## config.mk

```make
export PLATFORM = sky130hd
export DESIGN_NAME = m_sequence_lfsr
export DESIGN_NICKNAME = d
export VERILOG_FILES = /design/src/rtl/core/msl_pkg.sv /design/src/rtl/core/m_sequence_lfsr.sv
export SDC_FILE = /design/constraint.sdc
export NUM_CORES = 1
export LEC_CHECK = 0
export BUFFER_PORTS_ARGS = -buffer_cell sky130_fd_sc_hd__buf_2
export CORE_MARGIN = 5
export CORE_UTILIZATION = 38
export DETAILED_ROUTE_END_ITERATION = 7
export GPL_TIMING_DRIVEN = 1
export HOLD_SLACK_MARGIN = 0.08
export PLACE_DENSITY_LB_ADDON = 0.25
export SLEW_MARGIN = 10
export SYNTH_ARGS = -nofsm -noshare
export SYNTH_HDL_FRONTEND = slang
export SYNTH_SLANG_ARGS = --single-unit
```

## constraint.sdc

```tcl
create_clock -name i_clk -period 8.4 [get_ports i_clk]
set_input_delay 0.84 -clock i_clk [delete_from_list [all_inputs] [get_ports i_clk]]
set_output_delay 0.84 -clock i_clk [all_outputs]
set_load 0.01 [all_outputs]
```

## src/rtl/core/msl_pkg.sv

```systemverilog
// Package for the maximal length sequence generator.
// Holds the degree limits, the counter width and the tap table.
// No dependencies.
package msl_pkg;

    // Largest register length that the tap table covers.
    localparam int C_MAX_DEGREE = 11;
    localparam int C_MIN_DEGREE = 2;

    // Width of the degree register and of the tap masks.
    localparam int C_DEGREE_W = 4;
    localparam int C_TAP_W    = 11;

    // Width of the per-run bit counter.
    localparam int C_COUNT_W = 11;

    // Degree after reset.
    localparam logic [C_DEGREE_W-1:0] C_DEGREE_RESET = 4'd8;

    // Tapped cells for one degree, cell 0 included.
    function automatic logic [C_TAP_W-1:0] tap_mask(input logic [C_DEGREE_W-1:0] degree);
        logic [C_TAP_W-1:0] mask;
        case (degree)
            4'd2:    mask = 11'h003;
            4'd3:    mask = 11'h005;
            4'd4:    mask = 11'h009;
            4'd5:    mask = 11'h009;
            4'd6:    mask = 11'h021;
            4'd7:    mask = 11'h041;
            4'd8:    mask = 11'h071;
            4'd9:    mask = 11'h021;
            4'd10:   mask = 11'h081;
            4'd11:   mask = 11'h201;
            default: mask = 11'h000;
        endcase
        return mask;
    endfunction

endpackage

```

## src/rtl/core/m_sequence_lfsr.sv

```systemverilog
// Maximal length sequence generator, top level.
// An input transfer's result is in the output register in the next cycle.
// Throughput: one item per cycle unless stalled; cells and counter step together.
// Input stalls only while a finished result waits and the output side stalls.
// Reset (synchronous, active low): cells all ones, count zero, degree 8, no result.
// Depends on msl_pkg.
module m_sequence_lfsr
    import msl_pkg::*;
#(
    parameter int MAX_DEGREE = C_MAX_DEGREE
) (
    input  logic                  i_clk,
    input  logic                  i_rst_n,
    // Configuration write channel
    input  logic                  i_cfg_valid,
    output logic                  o_cfg_ready,
    input  logic [C_DEGREE_W-1:0] i_cfg_degree,
    // Input channel
    input  logic                  i_in_valid,
    output logic                  o_in_stall,
    input  logic                  i_restart,
    // Output channel
    output logic                  o_out_valid,
    input  logic                  i_out_stall,
    output logic                  o_seq_bit,
    output logic                  o_last
);

    localparam int CELL_W = MAX_DEGREE;

    logic [C_DEGREE_W-1:0] r_degree;
    logic [CELL_W-1:0]     r_cells, n_cells;
    logic [C_COUNT_W-1:0]  r_count, n_count;
    logic                  r_out_valid;
    logic                  r_seq_bit, n_seq_bit;
    logic                  r_last, n_last;

    logic                  in_xfer;
    logic                  out_free;
    logic [CELL_W-1:0]     start_cells;
    logic [C_COUNT_W-1:0]  start_count;
    logic [CELL_W:0]       cells_ext;
    logic [CELL_W-1:0]     shifted;
    logic [C_TAP_W-1:0]    taps;
    logic [C_COUNT_W:0]    run_len;
    logic [C_COUNT_W:0]    count_inc;

    assign o_cfg_ready = 1'b1;
    assign out_free    = !r_out_valid || !i_out_stall;
    assign o_in_stall  = !out_free;
    assign in_xfer     = i_in_valid && out_free;

    // Degree register: values outside the supported range are dropped.
    always_ff @(posedge i_clk) begin
        if (!i_rst_n) begin
            r_degree <= C_DEGREE_RESET;
        end else if (i_cfg_valid &&
                     i_cfg_degree >= C_DEGREE_W'(C_MIN_DEGREE) &&
                     i_cfg_degree <= C_DEGREE_W'(MAX_DEGREE)) begin
            r_degree <= i_cfg_degree;
        end
    end

    // One step of the register: restart, feedback, shift and run end.
    always_comb begin
        start_cells = i_restart ? {CELL_W{1'b1}} : r_cells;
        start_count = i_restart ? '0 : r_count;

        taps      = tap_mask(r_degree);
        n_seq_bit = ^(start_cells & taps[CELL_W-1:0]);

        // Cells below degree-1 take their upper neighbor; cells above hold.
        cells_ext = {1'b0, start_cells};
        for (int i = 0; i < CELL_W; i++) begin
            if (i + 1 < int'(r_degree)) begin
                shifted[i] = cells_ext[i+1];
            end else if (i + 1 == int'(r_degree)) begin
                shifted[i] = n_seq_bit;
            end else begin
                shifted[i] = start_cells[i];
            end
        end

        run_len   = (C_COUNT_W+1)'((12'd1 << r_degree) - 12'd1);
        count_inc = {1'b0, start_count} + 1'b1;
        n_last    = (count_inc >= run_len);

        if (n_last) begin
            n_cells = {CELL_W{1'b1}};
            n_count = '0;
        end else begin
            n_cells = shifted;
            n_count = count_inc[C_COUNT_W-1:0];
        end
    end

    // Generator state advances on each input transfer.
    always_ff @(posedge i_clk) begin
        if (!i_rst_n) begin
            r_cells <= {CELL_W{1'b1}};
            r_count <= '0;
        end else if (in_xfer) begin
            r_cells <= n_cells;
            r_count <= n_count;
        end
    end

    // Result register.
    always_ff @(posedge i_clk) begin
        if (!i_rst_n) begin
            r_out_valid <= 1'b0;
        end else if (out_free) begin
            r_out_valid <= in_xfer;
        end
    end

    always_ff @(posedge i_clk) begin
        if (in_xfer) begin
            r_seq_bit <= n_seq_bit;
            r_last    <= n_last;
        end
    end

    assign o_out_valid = r_out_valid;
    assign o_seq_bit   = r_seq_bit;
    assign o_last      = r_last;

endmodule

```

# Word level (Yosys, flattened, before mapping)
# Memory sizes are Yosys's and may differ from the RTL's. A register that Yosys moved wholly into a read port is not among the register bits.
# Index checks and enable logic that the tools add are counted.
# classes
mux	28
reduce_logical	8
div_mod_pow	0
bitwise	1
n_mul	0
magnitude_cmp	14
n_addsub	2
shifts	1
n_eq_ne	11
# ops
op	count
$mux 11	4
$eq 4x4->1 const A	8
$mux 1	22
$lt 3x4->1 const A	4
$lt 4x4->1 const A	4
$add 11x1->12 const B	1
$ge 12x12->1	1
$shl 1x4->12 const A	1
$sub 12x1->12 const B	1
$and 11x11->11	1
$reduce_xor 11->1	1
$eq 3x4->1 const A	2
$lt 2x4->1 const A	2
$mux 4	2
$eq 2x4->1 const A	1
$ge 4x2->1 const B	1
$le 4x4->1 const B	1
$lt 1x4->1 const A	1
$logic_and 1x1->1	3
$logic_not 1->1	3
$logic_or 1x1->1	1
# word_totals
n_memories	1
in_bits	10
register_bits	29
rom_bits	144
latchBits	0
mem_bits_rw	0
elab_cells	72
output_inout_bits	5
# mem_list
memory	words	width	rd	rd_clocked_by_memory_dff	write_ports	line_no	rtl
(no name shown)	16	9	1	1	0	msl_pkg.sv:23	case (degree)

# Logic depth before layout (Yosys ltp)
# Gate-level depths: netlist of run 1.
# depth
word_depth	6
mapped_depth	19

# Worst setup path before layout of run 1
# OpenSTA, ideal clock, no wires.
# synth_path
path_kind	input to register
startpoint	input port i_restart
endpoint	register r_cells[8]
path_buffers	4
stages	18
setup_time_ns	0.129
t_arrival_ns	3.448
slack_ns	4.823
required_time_ns	8.271
cell_sequence	buf_6 > buf_6 > clkbuf_1 > nor2b_1 > ha_1 > nand3_1 > nor3_1 > xnor2_1 > nor2_1 > ha_1 > nand2_1 > nor2_1 > a211oi_1 > o21a_1 > inv_1 > buf_2 > o32ai_1 > a31oi_2
# synth_between
word_cells_on_any_way	9
cone_classes	add/sub: 1; order compare: 1; mux: 5; bitwise: 1; reduce/logical: 1
# synth_rtl
item	line_no	rtl
from (decl)	m_sequence_lfsr.sv:21	input logic i_restart,
$mux 11	m_sequence_lfsr.sv:67	start_count = i_restart ? '0 : r_count;
$add 11x1->12	m_sequence_lfsr.sv:85	count_inc = {1'b0, start_count} + 1'b1;
$ge 12x12->1	m_sequence_lfsr.sv:86	n_last = (count_inc >= run_len);
via n_last	m_sequence_lfsr.sv:36	logic r_last, n_last;
$mux 11	m_sequence_lfsr.sv:88	if (n_last) begin
to (signal assigned)	m_sequence_lfsr.sv:100	r_cells <= {CELL_W{1'b1}};
to (signal assigned)	m_sequence_lfsr.sv:103	r_cells <= n_cells;
to (decl)	m_sequence_lfsr.sv:32	logic [CELL_W-1:0] r_cells, n_cells;
# The timed path passes the listed nets, and every way through them passes these cells.
# A chain may end at the register's enable or synchronous reset.

# Worst setup path after layout of run 1
# layout_path
startpoint	register r_degree[3]
endpoint	register r_cells[0]
# layout_between
elab_chain_len	4
word_cells_on_any_way	8
cone_classes	add/sub: 1; order compare: 2; eq/ne: 1; shift: 1; mux: 3
# layout_lines
item	line_no	rtl
from (decl)	m_sequence_lfsr.sv:31	logic [C_DEGREE_W-1:0] r_degree;
from (signal assigned)	m_sequence_lfsr.sv:60	r_degree <= i_cfg_degree;
$shl 1x4->12 or $eq 2x4->1 (tied branches)	m_sequence_lfsr.sv:84, m_sequence_lfsr.sv:77	
$sub 12x1->12 or $mux 1 (tied branches)	m_sequence_lfsr.sv:84, m_sequence_lfsr.sv:77	
$ge 12x12->1 or $mux 1 (tied branches)	m_sequence_lfsr.sv:86, m_sequence_lfsr.sv:75	
$mux 11 *	m_sequence_lfsr.sv:88	
# Every way passes the cells marked *; elsewhere a longest branch is shown, timed or not.

==> metrics.cfg, run 1 <==
[status]
outcome=complete, no violations

[job]
max_cap_viol_count=0

[drt]
wl_per_cell_um=15.0
vias=2425
vias_per_cell=5.71
wl_met3_um=373
totalWireLength_mm=6.38
wl_met2_mm=2.87
ant_nets=0
drcViolationCount=0
wl_met1_mm=3.04
dr.pass1.iters=5
drt-initial-drc-count=176
highest_layer=met4

[logic_synthesis]
syn_area_um2=2620
yosysTopAreaCell=dfxtp_1
synth_area_per_cell_um2=7.56
synth-seq-cells=38
async_flop_share_pct=0
synth.area.top_cells=dfxtp_1, nor2_1, ha_1, a21oi_1, nand2_1
syn_nets=371
synthCells=347
ys_seq_area_share_pct=29.8
ys_warn_count=0
ys_types=54
synth-edff-count=2
ys.flop_type=dfxtp_1
synth_top_cell_area_share_pct=27.5

[timing]
clock.fmax_ghz=0.236
final_hold_viol_count=0
rsz0062_at_grt=no
slew-limit-headroom_pct=53.5
tightest_slew_ns=0.694
fin_ws_ns=4.16
setup_violations=0
fin_setup_tns_ns=0
clock_skew_ns=0.00815
slew_viol_final=0
min_period_ns=4.24
period_share_pct=50.5

[clock_network]
cts_setup_buffers=0
cts_resized=0
ctsHoldBuffers=0
root_buffer=clkbuf_8
cts_sinks=38
cts.clk_slew.worst_paths_ns=0.09
cts_buffers=5
cts_tree=yes
clock_latency_ns=0.30
htree_levels=2
cts_buffer_depth=2

[die]
start_util_pct=38.8
dieWidth_um=93.1
boundaryPins=15
die_area_um2=8670
core-area_um2=6760
die_h_um=93.1
rows=30

[global_route]
grt_use_total_pct=14.9
antenna_found_initial=0
grt_pass1_vias=2191
grt_pass1_wl_mm=10.5
overflow=0
grt_max_degree=29

[placement]
dp_slack_ns=4.06
dp.cells=417
hpwl_mm=4.53
gp_congestion=0.869
io_buffers=13

[cells_and_area]
syn_to_final_growth_pct=6.91
final_core_util_pct=41.5
stdcell_count=425
num_antenna_cells=0
nFillCells=687
nets=368
layout-drive-gt1-share_pct=10.7

[setup_path]
crit_required_ns=8.54
path_cells=or2_2 -> nor2_1 -> inv_1 -> ha_1 -> or2_2 -> o21ai_0 -> a22o_1 -> a22oi_1 -> ha_1 -> nand2_1 -> nor2_1 -> a211oi_1 -> o21a_1 -> inv_1 -> nor3_1 -> buf_4 -> a31oi_1
regToRegEndpoint=r_cells[0]$_SDFFE_PN1P_
critPathMaxFanout=21
endpoint_kind=flip-flop
slowest_delay_ns=0.52
r2r_cells=17
cp-start-kind=flip-flop
path_class=reg2reg
arrival_ns=4.38
crit_path_top_delay_cell=dfxtp_1
startpoint=r_degree[3]$_SDFFE_PN1P_
reg2reg_slack_ns=4.16
r2r-start=r_degree[3]$_SDFFE_PN1P_
crit_buf_inv=3
crit_family=simple AND/OR/NAND/NOR gates

[min_path]
worstHoldStart=r_count[9]$_SDFFE_PN0P_
hold_path_depth=2
whs_endpoint=r_count[9]$_SDFFE_PN0P_
hp-class=reg2reg

[power_and_ir_drop]
power_density_nw_per_um2=166
max-vdd-ir-drop_uv=78.1
p_leak_nw=1.12

state kept, by name (all words and copies together) (netlist names):
signal	flops
o_last	1
r_count	11
o_seq_bit	1
taps	9
r_cells	11
r_degree	4
o_out_valid	1
stage by stage:
| stage | power (W) | instance area, um2 | hold WS [ns] |
|---|---|---|---|
| 4_1_cts | 0.000469 | 2810 | 0.495 |
| 3_5_place_dp | 0.000288 | 2670 | 0.482 |
| 2_1_floorplan | 0.000273 | 2620 | 0.457 |
| 6_report | 0.000466 | 2810 | 0.493 |
| 5_1_grt | 0.000489 | 2810 | 0.520 |
| 3_3_place_gp | 0.000287 | 2670 | 0.472 |
cells in the mapped netlist (3+ instances only):
library cell   n
buf_1          3
nor3_1         7
clkbuf_1      11
o32ai_1       10
or2_2          3
a32o_1         3
inv_1         18
dfxtp_1       36
nand3_1       14
a31oi_1        9
nand2b_1       7
or3_1          3
a31oi_2        3
ha_1          14
a21oi_1       34
buf_2          6
xor2_1         4
buf_6          3
a211oi_1       3
xnor2_1        8
o21a_1         5
nor2_1        47
o21ai_0       18
nand2_1       37
nor2b_1        4
worst max-delay path by stage:
| stage | to | slack [ns] | cells after the start |
|---|---|---|---|
| 3_5_place_dp | r_cells[0]$_SDFFE_PN1P_ | 4.06 | 16 |
| 2_1_floorplan | r_cells[8]$_SDFFE_PN1P_ | 4.82 | 18 |
| 6_report | r_cells[0]$_SDFFE_PN1P_ | 4.16 | 17 |
| 4_1_cts | r_cells[0]$_SDFFE_PN1P_ | 4.18 | 16 |
| 5_1_grt | r_cells[7]$_SDFFE_PN1P_ | 3.76 | 16 |
| 3_3_place_gp | r_cells[0]$_SDFFE_PN1P_ | 4.18 | 16 |
per-layer routing:
| metal | vias to the layer above | track usage [%] |
|---|---|---|
| met2 | 87 | 22.6 |
| met3 | 12 | 3.22 |
| met4 | 0 | 5.01 |
| met5 | - | 0 |
| met1 | 1104 | 20.7 |
| li1 | 1222 | - |
worst register-to-register path: cells and delay by family, from the launching register on:
| kind | cells | cell delay (ns) |
|---|---|---|
| adders and majority gates | 2 | 0.65 |
| buffers and inverters | 3 | 0.60 |
| DFF | 1 | 0.52 |
| AOI/OAI and AO/OA | 6 | 1.06 |
| and+or+nand+nor | 6 | 1.25 |
logic make-up after synthesis:
kind of cell	count (synthesis)	share of synthesized area, %
buf+inv	42	7.30
compound gates	104	26.4
other cells	1	0.143
simple gates	134	24.2
xor+xnor	14	5.53
flops	38	29.8
fa+ha+maj	14	6.68
layout make-up:
class | count | area [um2] | area share (%)
sequential | 38 | 781 | 27.8
tap | 80 | 100 | 3.57
inverter | 18 | 67.6 | 2.41
clock inverter | 2 | 38.8 | 1.38
timing repair buffer | 14 | 72.6 | 2.59
clock buffer | 6 | 93.8 | 3.35
multi-input combinational | 267 | 1650 | 58.9
placed cells by master, fill, tap and decap left out, types with 2 or more instances in the layout:
cell type  instances
a21oi_1           34
nor2b_1            4
xnor2_1            8
a21o_1             2
nor4_2             2
o31ai_1            2
o21ai_0           18
or2_2              3
ha_1              14
o22a_1             2
clkbuf_8           5
o32ai_1           10
nor3_1             7
buf_2             13
xor2_1             4
nand2b_1           7
dfxtp_1           36
nand4_1            2
o21a_1             5
a22oi_1            2
or3_1              3
nor2_1            47
nand2_1           37
a211oi_1           3
and2_1             2
inv_1             18
a31oi_1            9
nand3_1           14
edfxtp_1           2
a31oi_2            3
a32o_1             3
power by group:
| group | internal (W) | switching (W) |
|---|---|---|
| Clock | 0.000107 | 0.0000745 |
| Sequential | 0.000191 | 0.0000111 |
| Combinational | 0.0000307 | 0.0000524 |
| Total | 0.000329 | 0.000138 |
No activity file was read; power rests on OpenSTA's default activity.
==> run 2, diff against run 1 <==
==> constraint.sdc (replaced) <==
create_clock -name i_clk -period 4.3 [get_ports i_clk]
set_input_delay 0.43 -clock i_clk [delete_from_list [all_inputs] [get_ports i_clk]]
set_output_delay 0.43 -clock i_clk [all_outputs]
set_load 0.01 [all_outputs]
==> run 2 against run 1 <==
Core utilization grew 0.44 points. Sequential cell count stayed put. Routed wire length is 0.91% higher. Final cell count up 0.94%. First-iteration DRC count grew 66%. Critical path type unchanged. Critical endpoint is now r_cells[10]$_SDFFE_PN1P_. Largest cell class unchanged. Highest routed layer unchanged.
==> metrics.cfg, run 2 (synthesis gave the netlist of run 1 again) <==
[placement]
gp_congestion=0.846  ; was 0.869
dp_slack_ns=0.528  ; was 4.06 ns
io_buffers=13  ; unchanged
dpl_cell_area_um2=2700  ; was 2670 um2
hpwl_mm=4.66  ; was 4.53 mm

[clock_network]
cts_resized=0  ; unchanged
cts_buffers=5  ; unchanged
ctsHoldBuffers=0  ; unchanged
cts_tree=yes  ; unchanged
cts_setup_buffers=0  ; unchanged
htree_levels=2  ; unchanged
cts_buffer_depth=2  ; unchanged
clock_latency_ns=0.30  ; about the same
root_buffer=clkbuf_8  ; unchanged
cts.clk_slew.worst_paths_ns=0.08  ; was 0.09 ns
cts_sinks=38  ; unchanged

[die]
core-area_um2=6760  ; unchanged
dieWidth_um=93.1  ; unchanged
die_area_um2=8670  ; unchanged
boundaryPins=15  ; unchanged
rows=30  ; unchanged
die_h_um=93.1  ; unchanged
start_util_pct=38.8  ; unchanged

[timing]
setup_violations=0  ; unchanged
fin_ws_ns=0.540  ; was 4.16 ns
clock.fmax_ghz=0.266  ; was 0.236 GHz
fin_setup_tns_ns=0  ; unchanged
slew-limit-headroom_pct=55.1  ; was 53.5%
clock_skew_ns=0.00432  ; was 0.00815 ns
tightest_slew_ns=0.671  ; was 0.694 ns
slew_viol_final=0  ; unchanged
rsz0062_at_grt=no  ; unchanged
period_share_pct=87.4  ; was 50.5%
final_hold_viol_count=0  ; unchanged
min_period_ns=3.76  ; was 4.24 ns

[power_and_ir_drop]
p_leak_nw=1.14  ; was 1.12 nW
total_power_w=0.000912  ; was 0.000466 W
max-vdd-ir-drop_uv=129  ; was 78.1 uV
power_density_nw_per_um2=322  ; was 166 nW/um2

[global_route]
antenna_found_initial=0  ; unchanged
grt_pass1_wl_mm=10.7  ; was 10.5 mm
overflow=0  ; unchanged
grt_use_total_pct=15.2  ; was 14.9%
grt_pass1_vias=2225  ; was 2191
grt_max_degree=29  ; unchanged

[drt]
drt-initial-drc-count=293  ; was 176
drcViolationCount=0  ; unchanged
ant_nets=0  ; unchanged
totalWireLength_mm=6.44  ; was 6.38 mm
wl_per_cell_um=15.0  ; about the same
dr.pass1.iters=4  ; was 5
vias_per_cell=5.71  ; about the same
vias=2449  ; was 2425

[setup_path]
slowest_delay_ns=0.47  ; was 0.52 ns
crit_family=simple AND/OR/NAND/NOR gates  ; unchanged
reg2reg_slack_ns=0.54  ; was 4.16 ns
arrival_ns=3.91  ; was 4.38 ns
crit_required_ns=4.45  ; was 8.54 ns
r2r_cells=16  ; was 17
r2r-start=r_degree[1]$_SDFFE_PN0P_  ; was r_degree[3]$_SDFFE_PN1P_
critPathMaxFanout=15  ; was 21
endpoint_kind=flip-flop  ; unchanged
crit_buf_inv=2  ; was 3
path_class=reg2reg  ; unchanged
path_cells=or2_2 -> nand2b_1 -> ha_1 -> or2_2 -> o21ai_0 -> a22o_1 -> a22oi_1 -> ha_1 -> nand2_1 -> nor2_1 -> a211oi_1 -> o21a_1 -> inv_1 -> nor3_1 -> buf_4 -> a32oi_1  ; was or2_2 -> nor2_1 -> inv_1 -> ha_1 -> or2_2 -> o21ai_0 -> a22o_1 -> a22oi_1 -> ha_1 -> nand2_1 -> nor2_1 -> a211oi_1 -> o21a_1 -> inv_1 -> nor3_1 -> buf_4 -> a31oi_1
cp-start-kind=flip-flop  ; unchanged
regToRegEndpoint=r_cells[10]$_SDFFE_PN1P_  ; was r_cells[0]$_SDFFE_PN1P_
crit_path_top_delay_cell=dfxtp_1  ; unchanged

[cells_and_area]
nets=372  ; was 368
seq_area_um2=781  ; unchanged
finalInstanceArea_um2=2840  ; was 2810 um2
syn_to_final_growth_pct=8.06  ; was 6.91%
final_core_util_pct=42.0  ; was 41.5%
nFillCells=703  ; was 687
multiInputGateArea_um2=1650  ; unchanged
final_cell_mix=nor2_1, nand2_1, dfxtp_1  ; unchanged
layout_commonest_cell=nor2_1  ; unchanged
num_antenna_cells=0  ; unchanged
layout-drive-gt1-share_pct=11.7  ; was 10.7%

[job]
max_cap_viol_count=0  ; unchanged

[min_path]
whs_endpoint=o_out_valid$_SDFFE_PN0N_  ; was r_count[9]$_SDFFE_PN0P_
worstHoldStart=i_in_valid  ; was r_count[9]$_SDFFE_PN0P_
hold_path_depth=2  ; unchanged
hp-class=in2reg  ; was reg2reg

[status]
outcome=complete, no violations  ; unchanged

[run 2: worst max path at each step]
stage | start | endpoint | cells past startpoint
2_1_floorplan | r_degree[0]$_SDFFE_PN0P_ | r_cells[8]$_SDFFE_PN1P_ | 19
3_3_place_gp | r_degree[1]$_SDFFE_PN0P_ | r_cells[10]$_SDFFE_PN1P_ | 16
4_1_cts | r_degree[1]$_SDFFE_PN0P_ | r_cells[10]$_SDFFE_PN1P_ | 16
3_5_place_dp | r_degree[1]$_SDFFE_PN0P_ | r_cells[6]$_SDFFE_PN1P_ | 16
5_1_grt | r_degree[1]$_SDFFE_PN0P_ | r_cells[10]$_SDFFE_PN1P_ | 15
6_report | r_degree[1]$_SDFFE_PN0P_ | r_cells[10]$_SDFFE_PN1P_ | 16
[run 2: final cells by class]
type	instances	area share [%]
Inverter	18	2.38
Timing Repair Buffer	18	3.62
Tap cell	80	3.53
Clock buffer	6	3.31
Sequential cell	38	27.5
Multi-Input combinational cell	267	58.3
Clock inverter	2	1.37
[run 2: routing by layer]
| layer | track usage (%) | vias to the layer above | wire length (um) |
|---|---|---|---|
| met4 | 4.03 | 0 | 87 |
| met5 | 0 | - | 0 |
| met2 | 24.8 | 68 | 2860 |
| met3 | 2.74 | 10 | 289 |
| li1 | - | 1235 | - |
| met1 | 20.7 | 1136 | 3200 |
[run 2: worst register-to-register path: cells and delay by family, from the launching register on]
kind	cells	cell delay, ns
buffers and inverters	2	0.44
adders and majority gates	2	0.63
AOI/OAI and AO/OA	6	0.83
and+or+nand+nor	6	1.24
DFF	1	0.47
[run 2: per-stage QoR]
| step | hold WS, ns | instances |
|---|---|---|
| finish | 0.352 | 429 |
| global route | 0.356 | 429 |
| CTS | 0.349 | 429 |
| detailed placement | 0.485 | 421 |
| global placement | 0.474 | 421 |
| floorplan | 0.457 | 347 |
[run 2: report_power, final]
part	switching (W)	internal, W
registers	0.0000149	0.000373
logic	0.000109	0.0000622
clock network	0.000144	0.000209
total	0.000268	0.000644
